**src/hdl/double_ended_queue_assert.svh**
```systemverilog
// ---------------------------------------------------------------------------
// double_ended_queue assertion macros
// concurrent assertion helpers shared by the deque rtl
// ---------------------------------------------------------------------------
`ifndef DOUBLE_ENDED_QUEUE_ASSERT_SVH
`define DOUBLE_ENDED_QUEUE_ASSERT_SVH

// same-cycle implication, checked out of reset
`define DEQ_ASSERT_NOW(label, clk, rstn, ante, cons) \
    label: assert property (@(posedge clk) disable iff (!rstn) (ante) |-> (cons)) \
        else $error("deque assertion failed");

// next-cycle implication, checked out of reset
`define DEQ_ASSERT_NEXT(label, clk, rstn, ante, cons) \
    label: assert property (@(posedge clk) disable iff (!rstn) (ante) |=> (cons)) \
        else $error("deque assertion failed");

`endif

```
**src/hdl/deq_pkg.sv**
```systemverilog
// ---------------------------------------------------------------------------
// deq_pkg
// sizes, codes and controller/datapath interface types of the deque
// ---------------------------------------------------------------------------
package deq_pkg;

    localparam int DEPTH       = 16;
    localparam int VALUE_WIDTH = 64;
    localparam int PTR_W       = $clog2(DEPTH);
    localparam int CNT_W       = $clog2(DEPTH + 1);
    localparam int SUM_W       = CNT_W + 1;

    // fixed field widths
    localparam int OP_W   = 2;
    localparam int POS_W  = 4;
    localparam int DATA_W = 64;
    localparam int ST_W   = 2;
    localparam int LEN_W  = 5;

    typedef logic [OP_W-1:0] opcode_t;
    typedef logic [ST_W-1:0] status_t;

    localparam opcode_t OP_PUT  = 2'd0;
    localparam opcode_t OP_GET  = 2'd1;
    localparam opcode_t OP_READ = 2'd2;
    localparam opcode_t OP_REM  = 2'd3;

    localparam status_t ST_OK   = 2'd0;
    localparam status_t ST_MISS = 2'd1;
    localparam status_t ST_FULL = 2'd2;

    localparam logic END_HEAD = 1'b0;

    // source of the logical read index
    typedef enum logic [1:0] {
        RD_POS,
        RD_SCAN,
        RD_NEXT
    } rd_mode_t;

    // what the result register is loaded with
    typedef enum logic [2:0] {
        RES_OK,
        RES_MISS,
        RES_FULL,
        RES_DATA,
        RES_MATCH
    } res_sel_t;

    typedef struct packed {
        logic     accept;
        logic     rd_en;
        rd_mode_t rd_mode;
        logic     put;
        logic     pop;
        logic     found;
        logic     idx_inc;
        logic     move_wr;
        logic     shrink;
        logic     load_result;
        res_sel_t res_sel;
    } deq_cmd_t;

    typedef struct packed {
        opcode_t op;
        logic    full;
        logic    empty;
        logic    pos_oob;
        logic    match;
        logic    idx_last;
        logic    out_free;
    } deq_stat_t;

    // physical slot of logical element li counted from the head
    function automatic logic [PTR_W-1:0] slot_of(input logic [PTR_W-1:0] head,
                                                 input logic [CNT_W-1:0] li);
        logic [SUM_W-1:0] sum;
        sum = SUM_W'(head) + SUM_W'(li);
        if (sum >= SUM_W'(DEPTH)) begin
            sum = sum - SUM_W'(DEPTH);
        end
        return PTR_W'(sum);
    endfunction

endpackage

```
**src/hdl/deq_datapath.sv**
```systemverilog
// ---------------------------------------------------------------------------
// deq_datapath
// entry memory, head/count pointers, scan index and result register
// ---------------------------------------------------------------------------
module deq_datapath (
    input  logic                       aclk,
    input  logic                       aresetn,
    input  deq_pkg::deq_cmd_t          cmd,
    output deq_pkg::deq_stat_t         stat,
    input  deq_pkg::opcode_t           s_opcode,
    input  logic                       s_end_select,
    input  logic [deq_pkg::DATA_W-1:0] s_item_value,
    input  logic [deq_pkg::POS_W-1:0]  s_position,
    input  logic                       m_ready,
    output logic                       m_valid,
    output logic [deq_pkg::DATA_W-1:0] m_result_value,
    output deq_pkg::status_t           m_status,
    output logic [deq_pkg::LEN_W-1:0]  m_length
);

    // latched request
    deq_pkg::opcode_t                    op_reg;
    logic                                end_reg;
    logic [deq_pkg::VALUE_WIDTH-1:0]     val_reg;
    logic [deq_pkg::POS_W-1:0]           pos_reg;

    // queue state
    logic [deq_pkg::PTR_W-1:0]           head_reg;
    logic [deq_pkg::CNT_W-1:0]           count_reg;
    logic [deq_pkg::CNT_W-1:0]           idx_reg;

    // memory
    logic [deq_pkg::VALUE_WIDTH-1:0]     mem_q [deq_pkg::DEPTH];
    logic [deq_pkg::VALUE_WIDTH-1:0]     rd_data_reg;

    // result register
    logic                                out_valid_reg;
    logic [deq_pkg::DATA_W-1:0]          out_value_reg;
    deq_pkg::status_t                    out_status_reg;
    logic [deq_pkg::LEN_W-1:0]           out_length_reg;

    logic [deq_pkg::CNT_W-1:0]           last_li;
    logic [deq_pkg::CNT_W-1:0]           scan_li;
    logic [deq_pkg::CNT_W-1:0]           pos_li;
    logic [deq_pkg::CNT_W-1:0]           rd_li;
    logic [deq_pkg::PTR_W-1:0]           rd_addr;
    logic [deq_pkg::PTR_W-1:0]           wr_addr;
    logic [deq_pkg::VALUE_WIDTH-1:0]     wr_data;
    logic                                wr_en;
    logic [deq_pkg::PTR_W-1:0]           head_dec;
    logic [deq_pkg::PTR_W-1:0]           head_inc;

    always_comb begin
        last_li = count_reg - deq_pkg::CNT_W'(1);
        scan_li = end_reg ? (last_li - idx_reg) : idx_reg;
        pos_li  = end_reg ? (last_li - deq_pkg::CNT_W'(pos_reg)) : deq_pkg::CNT_W'(pos_reg);
        case (cmd.rd_mode)
            deq_pkg::RD_POS:  rd_li = pos_li;
            deq_pkg::RD_SCAN: rd_li = scan_li;
            deq_pkg::RD_NEXT: rd_li = idx_reg + deq_pkg::CNT_W'(1);
            default:          rd_li = idx_reg;
        endcase
        rd_addr = deq_pkg::slot_of(head_reg, rd_li);

        head_dec = (head_reg == '0) ? deq_pkg::PTR_W'(deq_pkg::DEPTH - 1)
                                    : head_reg - deq_pkg::PTR_W'(1);
        head_inc = (head_reg == deq_pkg::PTR_W'(deq_pkg::DEPTH - 1)) ? '0
                                    : head_reg + deq_pkg::PTR_W'(1);

        wr_en   = cmd.put || cmd.move_wr;
        wr_data = cmd.put ? val_reg : rd_data_reg;
        if (cmd.put) begin
            wr_addr = (end_reg == deq_pkg::END_HEAD) ? head_dec
                                                     : deq_pkg::slot_of(head_reg, count_reg);
        end else begin
            wr_addr = deq_pkg::slot_of(head_reg, idx_reg);
        end
    end

    // single write port, single registered read port
    always_ff @(posedge aclk) begin
        if (wr_en) begin
            mem_q[wr_addr] <= wr_data;
        end
        if (cmd.rd_en) begin
            rd_data_reg <= mem_q[rd_addr];
        end
    end

    // request latch, no reset needed
    always_ff @(posedge aclk) begin
        if (cmd.accept) begin
            op_reg  <= s_opcode;
            end_reg <= s_end_select;
            val_reg <= s_item_value[deq_pkg::VALUE_WIDTH-1:0];
            pos_reg <= s_position;
        end
    end

    always_ff @(posedge aclk) begin
        if (!aresetn) begin
            head_reg  <= '0;
            count_reg <= '0;
            idx_reg   <= '0;
        end else begin
            if (cmd.put) begin
                if (end_reg == deq_pkg::END_HEAD) begin
                    head_reg <= head_dec;
                end
                count_reg <= count_reg + deq_pkg::CNT_W'(1);
            end else if (cmd.pop) begin
                if (end_reg == deq_pkg::END_HEAD) begin
                    head_reg <= head_inc;
                end
                count_reg <= count_reg - deq_pkg::CNT_W'(1);
            end else if (cmd.shrink) begin
                count_reg <= count_reg - deq_pkg::CNT_W'(1);
            end

            if (cmd.accept) begin
                idx_reg <= '0;
            end else if (cmd.found) begin
                idx_reg <= scan_li;
            end else if (cmd.idx_inc) begin
                idx_reg <= idx_reg + deq_pkg::CNT_W'(1);
            end
        end
    end

    // output register
    always_ff @(posedge aclk) begin
        if (!aresetn) begin
            out_valid_reg <= 1'b0;
        end else if (cmd.load_result) begin
            out_valid_reg <= 1'b1;
        end else if (m_ready) begin
            out_valid_reg <= 1'b0;
        end
    end

    always_ff @(posedge aclk) begin
        if (cmd.load_result) begin
            out_length_reg <= deq_pkg::LEN_W'(count_reg);
            case (cmd.res_sel)
                deq_pkg::RES_OK: begin
                    out_value_reg  <= '0;
                    out_status_reg <= deq_pkg::ST_OK;
                end
                deq_pkg::RES_FULL: begin
                    out_value_reg  <= '0;
                    out_status_reg <= deq_pkg::ST_FULL;
                end
                deq_pkg::RES_DATA: begin
                    out_value_reg  <= deq_pkg::DATA_W'(rd_data_reg);
                    out_status_reg <= deq_pkg::ST_OK;
                end
                deq_pkg::RES_MATCH: begin
                    out_value_reg  <= deq_pkg::DATA_W'(val_reg);
                    out_status_reg <= deq_pkg::ST_OK;
                end
                default: begin
                    out_value_reg  <= '0;
                    out_status_reg <= deq_pkg::ST_MISS;
                end
            endcase
        end
    end

    always_comb begin
        stat.op       = op_reg;
        stat.full     = (count_reg == deq_pkg::CNT_W'(deq_pkg::DEPTH));
        stat.empty    = (count_reg == '0);
        stat.pos_oob  = (int'(pos_reg) >= int'(count_reg));
        stat.match    = (rd_data_reg == val_reg);
        stat.idx_last = (idx_reg == last_li);
        stat.out_free = !out_valid_reg || m_ready;
    end

    assign m_valid        = out_valid_reg;
    assign m_result_value = out_value_reg;
    assign m_status       = out_status_reg;
    assign m_length       = out_length_reg;

endmodule

```
**src/hdl/deq_controller.sv**
```systemverilog
// ---------------------------------------------------------------------------
// deq_controller
// sequences one request at a time: decode, scan, compaction, result load
// ---------------------------------------------------------------------------
module deq_controller (
    input  logic                aclk,
    input  logic                aresetn,
    input  logic                s_valid,
    output logic                s_ready,
    input  deq_pkg::deq_stat_t  stat,
    output deq_pkg::deq_cmd_t   cmd
);

    typedef enum logic [2:0] {
        IDLE,
        EXEC,
        SCAN_RD,
        SCAN_CMP,
        MOVE_CHK,
        MOVE_WR,
        DONE
    } state_t;

    state_t            state_reg;
    state_t            state_next;
    deq_pkg::res_sel_t res_sel_reg;
    deq_pkg::res_sel_t res_sel_next;

    always_ff @(posedge aclk) begin
        if (!aresetn) begin
            state_reg   <= IDLE;
            res_sel_reg <= deq_pkg::RES_OK;
        end else begin
            state_reg   <= state_next;
            res_sel_reg <= res_sel_next;
        end
    end

    always_comb begin
        state_next   = state_reg;
        res_sel_next = res_sel_reg;
        cmd          = '0;
        cmd.rd_mode  = deq_pkg::RD_SCAN;
        cmd.res_sel  = res_sel_reg;
        case (state_reg)
            IDLE: begin
                if (s_valid) begin
                    cmd.accept = 1'b1;
                    state_next = EXEC;
                end
            end
            EXEC: begin
                state_next = DONE;
                case (stat.op)
                    deq_pkg::OP_PUT: begin
                        if (stat.full) begin
                            res_sel_next = deq_pkg::RES_FULL;
                        end else begin
                            cmd.put      = 1'b1;
                            res_sel_next = deq_pkg::RES_OK;
                        end
                    end
                    deq_pkg::OP_GET: begin
                        if (stat.empty) begin
                            res_sel_next = deq_pkg::RES_MISS;
                        end else begin
                            // scan index is zero here: first element from chosen end
                            cmd.rd_en    = 1'b1;
                            cmd.pop      = 1'b1;
                            res_sel_next = deq_pkg::RES_DATA;
                        end
                    end
                    deq_pkg::OP_READ: begin
                        if (stat.pos_oob) begin
                            res_sel_next = deq_pkg::RES_MISS;
                        end else begin
                            cmd.rd_en    = 1'b1;
                            cmd.rd_mode  = deq_pkg::RD_POS;
                            res_sel_next = deq_pkg::RES_DATA;
                        end
                    end
                    default: begin
                        if (stat.empty) begin
                            res_sel_next = deq_pkg::RES_MISS;
                        end else begin
                            cmd.rd_en  = 1'b1;
                            state_next = SCAN_CMP;
                        end
                    end
                endcase
            end
            SCAN_RD: begin
                cmd.rd_en  = 1'b1;
                state_next = SCAN_CMP;
            end
            SCAN_CMP: begin
                if (stat.match) begin
                    cmd.found    = 1'b1;
                    res_sel_next = deq_pkg::RES_MATCH;
                    state_next   = MOVE_CHK;
                end else if (stat.idx_last) begin
                    res_sel_next = deq_pkg::RES_MISS;
                    state_next   = DONE;
                end else begin
                    cmd.idx_inc = 1'b1;
                    state_next  = SCAN_RD;
                end
            end
            MOVE_CHK: begin
                if (stat.idx_last) begin
                    cmd.shrink = 1'b1;
                    state_next = DONE;
                end else begin
                    cmd.rd_en   = 1'b1;
                    cmd.rd_mode = deq_pkg::RD_NEXT;
                    state_next  = MOVE_WR;
                end
            end
            MOVE_WR: begin
                cmd.move_wr = 1'b1;
                cmd.idx_inc = 1'b1;
                state_next  = MOVE_CHK;
            end
            DONE: begin
                if (stat.out_free) begin
                    cmd.load_result = 1'b1;
                    state_next      = IDLE;
                end
            end
            default: begin
                state_next = IDLE;
            end
        endcase
    end

    assign s_ready = (state_reg == IDLE);

endmodule

```
**src/hdl/double_ended_queue.sv**
```systemverilog
// ---------------------------------------------------------------------------
// double_ended_queue
// fixed-depth deque of values with head/tail put, get, read and remove
// ---------------------------------------------------------------------------
// One request is worked at a time and each gives exactly one result, which
// carries the queue length after the request. Put, get and read go through
// the steps accept, execute and load, and the next request is taken in the
// cycle after the load. Remove walks the entries one at a time through the
// single read port of the entry memory: a read and a compare step per entry
// compared, then a read and a write step per entry shifted to close the gap
// toward the head. The result sits in an output register; when it is not yet
// taken the next request still gets accepted and worked, and only its result
// load waits. Entries never written are never read. Put on a full queue
// returns status full; get, read or remove that finds nothing returns value
// zero with status not-found, and leaves the queue unchanged.
// ---------------------------------------------------------------------------
`include "double_ended_queue_assert.svh"

module double_ended_queue (
    input  logic                       aclk,
    input  logic                       aresetn,
    // request channel
    input  logic                       s_valid,
    output logic                       s_ready,
    input  deq_pkg::opcode_t           s_opcode,
    input  logic                       s_end_select,
    input  logic [deq_pkg::DATA_W-1:0] s_item_value,
    input  logic [deq_pkg::POS_W-1:0]  s_position,
    // result channel
    output logic                       m_valid,
    input  logic                       m_ready,
    output logic [deq_pkg::DATA_W-1:0] m_result_value,
    output deq_pkg::status_t           m_status,
    output logic [deq_pkg::LEN_W-1:0]  m_length
);

    // command and status between sequencer and datapath
    deq_pkg::deq_cmd_t  cmd;
    deq_pkg::deq_stat_t stat;

    // sequencer: decodes the request and steps scan and compaction
    deq_controller u_ctrl (
        .aclk    (aclk),
        .aresetn (aresetn),
        .s_valid (s_valid),
        .s_ready (s_ready),
        .stat    (stat),
        .cmd     (cmd)
    );

    // datapath: entry memory, pointers and the result register
    deq_datapath u_dp (
        .aclk           (aclk),
        .aresetn        (aresetn),
        .cmd            (cmd),
        .stat           (stat),
        .s_opcode       (s_opcode),
        .s_end_select   (s_end_select),
        .s_item_value   (s_item_value),
        .s_position     (s_position),
        .m_ready        (m_ready),
        .m_valid        (m_valid),
        .m_result_value (m_result_value),
        .m_status       (m_status),
        .m_length       (m_length)
    );

    // a full status only when the queue actually holds DEPTH entries
    `DEQ_ASSERT_NOW(a_full_len, aclk, aresetn, m_valid && (m_status == deq_pkg::ST_FULL), m_length == deq_pkg::LEN_W'(deq_pkg::DEPTH))

    // a miss never carries a value
    `DEQ_ASSERT_NOW(a_miss_zero, aclk, aresetn, m_valid && (m_status == deq_pkg::ST_MISS), m_result_value == '0)

    // length never goes past the depth
    `DEQ_ASSERT_NOW(a_len_bound, aclk, aresetn, m_valid, m_length <= deq_pkg::LEN_W'(deq_pkg::DEPTH))

    // one request at a time: after acceptance the request side closes
    `DEQ_ASSERT_NEXT(a_one_req, aclk, aresetn, s_valid && s_ready, !s_ready)

endmodule
```
**config.mk**
```make
export PLATFORM = sky130hd
export DESIGN_NAME = double_ended_queue
export DESIGN_NICKNAME = d
export VERILOG_FILES = /design/src/hdl/deq_pkg.sv /design/src/hdl/deq_datapath.sv /design/src/hdl/deq_controller.sv /design/src/hdl/double_ended_queue.sv
export VERILOG_INCLUDE_DIRS = /design/src /design/src/hdl
export SDC_FILE = /design/constraint.sdc
export NUM_CORES = 1
export LEC_CHECK = 0
export BUFFER_PORTS_ARGS = -buffer_cell sky130_fd_sc_hd__buf_2
export CAP_MARGIN = 20
export CORE_MARGIN = 2
export CORE_UTILIZATION = 55
export DETAILED_ROUTE_END_ITERATION = 10
export PLACE_DENSITY_LB_ADDON = 0.08
export SETUP_SLACK_MARGIN = 0.05
export SLEW_MARGIN = 10
export SYNTH_ARGS = -nofsm -noshare
export SYNTH_HDL_FRONTEND = slang
export SYNTH_SLANG_ARGS = --single-unit
```
**constraint.sdc**
```tcl
create_clock -name aclk -period 8.8 [get_ports aclk]
set_clock_uncertainty 0.2 [all_clocks]
set_input_delay 0 -clock aclk [delete_from_list [all_inputs] [get_ports aclk]]
set_output_delay 0 -clock aclk [all_outputs]
set_load 0.01 [all_outputs]
```
==> metrics.yaml <==
clocking:
  cts-buffers-inserted: 131
  clkSinkCount: 1251
  path_clk_slew_ns: 0.06
  cts_tree: "done"
  cts_max_level: 4
  clockRootBuffer: "clkbuf_16"
  clk_latency_ns: 0.73
  cts_buffer_depth: 3
  cts_resized: 0
  cts_setup_buffers: 0
power:
  p_total_w: 0.0181
  leakage_nw: 19.3
  peakVddDrop_uv: 232
  powerDensity_nw_per_um2: 311
worst_setup_path:
  crit_fanout: 43
  required_ns: 9.06
  path_class: "reg2reg"
  crit_arrival_ns: 6.33
  worstSetupEndpointType: "flop"
  cp-start-kind: "flop"
timing:
  slew_viol_final: 0
  setup_viol: 0
  hold_violations: 0
  tightestPinTransition_ns: 1.07
  period_minus_slack_ns: 6.07
  fmax_mhz: 165
  relSlewSlack_pct: 28.7
  setup_tns_ns: 0
  finalCritPeriodShare_pct: 69.0
  rsz0062_at_grt: "false"
die:
  die_h_um: 307
  core_um2: 91200
  start_util_pct: 55.3
  num_io_pins: 148
  die_x_um: 307
  rows: 111
  dieArea_um2: 94100
global_routing:
  grt_pass1_vias: 27841
  grt_max_degree: 129
  antenna_found_initial: 3
  grt_usage_pct: 29.0
  grt-ovfl-total: 0
  grt_pass1_wl_um: 194000
finish:
  largest_reg_flops: 1024
  final_cell_mix: "1230 x edfxtp_1, 422 x nand2_1, 256 x mux4_2"
  final_nets: 3140
  largest_register: "u_dp.mem_q"
  final_area_um2: 58200
  final_common_cell: "edfxtp_1"
  syn_to_final_growth_pct: 15.5
  post-route-util_pct: 63.8
  drive_above_1_share_pct: 22.1
  final_cells: 4323
synthesis:
  synth_ff_type: "edfxtp_1"
  synth_area_leaders: "edfxtp_1 73%, mux4_2 11%, nand2_1 3.1%, o211ai_1 1.8%, xnor2_1 1.4%"
  ys_warn_count: 0
  synth_seq_cells: 1251
  syn_inst: 2715
  synthArstFlopShare_pct: 0
  syn_area_um2: 50400
  synth_largest_area_cell: "edfxtp_1"
  postSynthAreaPerCell_um2: 18.6
  yosysSeqAreaShare_pct: 74.1
  synth.distinct_cells: 72
  synthesis.nets: 2821
  synth_top_area_share_pct: 73.3
  synth_edf_count: 1230
route:
  drt_iter0_drc: 3636
  num_vias: 27765
  wire_per_inst_um: 31.0
  dr.pass1.iters: 6
  via_per_inst: 6.42
  drc_errors: 0
  ant_nets: 0
  drt_wl_total_um: 134000
flow_run:
  max_cap_viol_count: 0
place:
  dp_hpwl_um: 68600
  numPortBuffers: 147
  routabilityCongestion: 0.806
  dp.cells: 3939
  placed_area_um2: 52600
status:
  status: "finished, final reports clean"
min_path:
  hold_path.class: "in2reg"
## worst max-delay path, stage by stage, from the launching register on
cell      delay, ns
dfxtp_1        0.54
inv_1          0.15
ha_1           0.28
xor2_1         0.18
ha_1           0.39
nand4_1        0.18
o211a_4        0.31
a211oi_1       0.26
a221o_1        0.19
ha_4           0.14
inv_1          0.05
fa_4           1.20
buf_16         0.31
buf_4          0.61
mux4_2         0.41
nand2_1        0.10
a211o_1        0.16
o211ai_2       0.08
## routing by layer
metal,track usage (%),vias to the layer above,part of all wire (%)
met5,0,-,0.0097
met4,9.01,2,2.5
met3,5.07,209,8.9
met2,44.9,1404,47
met1,42.8,14590,41
li1,-,11560,-
## final timing paths
kind,end,cells past startpoint,startpoint,slack [ns]
hold reg to reg,u_ctrl.res_sel_reg[0]$_SDFFE_PN0P_,2,u_ctrl.res_sel_reg[0]$_SDFFE_PN0P_,0.34
hold / removal,u_dp.head_reg[0]$_SDFFE_PN0P_,3,aresetn,0.03
setup reg to reg,u_dp.rd_data_reg[48]$_DFFE_PP_,17,u_dp.count_reg[0]$_SDFFE_PN0P_,2.73
setup / recovery,u_dp.rd_data_reg[48]$_DFFE_PP_,17,u_dp.count_reg[0]$_SDFFE_PN0P_,2.73
## kinds of logic after synthesis
| group | synth area share [%] |
|---|---|
| flops | 74.1 |
| buf+inv | 1.83 |
| mux | 11.6 |
| compound gates | 5.52 |
| xor+xnor | 1.54 |
| simple gates | 4.52 |
| fa+ha+maj | 0.844 |
## synth_stat cells (5+ instances only)
library cell / instances
buf_6: 16
o211ai_2: 9
a21oi_1: 14
a31oi_1: 5
o211ai_1: 123
inv_1: 25
edfxtp_1: 1230
a21o_1: 9
o21ai_0: 20
a211o_1: 66
nand3_1: 11
xnor2_1: 80
o21ai_1: 5
xor2_1: 5
mux4_2: 256
fa_1: 5
mux2i_1: 7
clkbuf_1: 102
nand2_1: 422
ha_1: 26
nor4_1: 9
a22o_1: 65
dfxtp_1: 21
and2_1: 8
buf_4: 13
nand2b_1: 5
nor2_1: 31
nor2b_1: 12
nand4_1: 18
buf_2: 28
## per-stage QoR
stage	setup WS, ns	hold WS (ns)
floorplan	1.68	-0.101
global placement	2.68	-0.0240
detailed placement	2.73	-0.0219
CTS	2.72	0.0155
global route	2.44	0.0584
finish	2.73	0.0312
## power breakdown
group | switching (W) | leakage [nW] | internal [W]
clock | 0.00224 | 2.03 | 0.00312
combinational | 0.00297 | 5.87 | 0.00180
sequential | 0.000293 | 11.4 | 0.00772
total | 0.00550 | 19.3 | 0.0126
## final cells by class
type | count | area (µm²)
Antenna cell | 1 | 2.50
Clock buffer | 164 | 3590
Clock inverter | 71 | 547
Fill cell | 6278 | 33000
Inverter | 25 | 93.8
Multi-Input combinational cell | 1275 | 12300
Sequential cell | 1251 | 37400
Tap cell | 1186 | 1480
Timing Repair Buffer | 350 | 2820
## what timing repair did
action	CTS	global route
hold buffers	147	0
setup endpoints to repair	0	0
hold endpoints to repair	110	0
No activity file was read; power rests on OpenSTA's default activity.
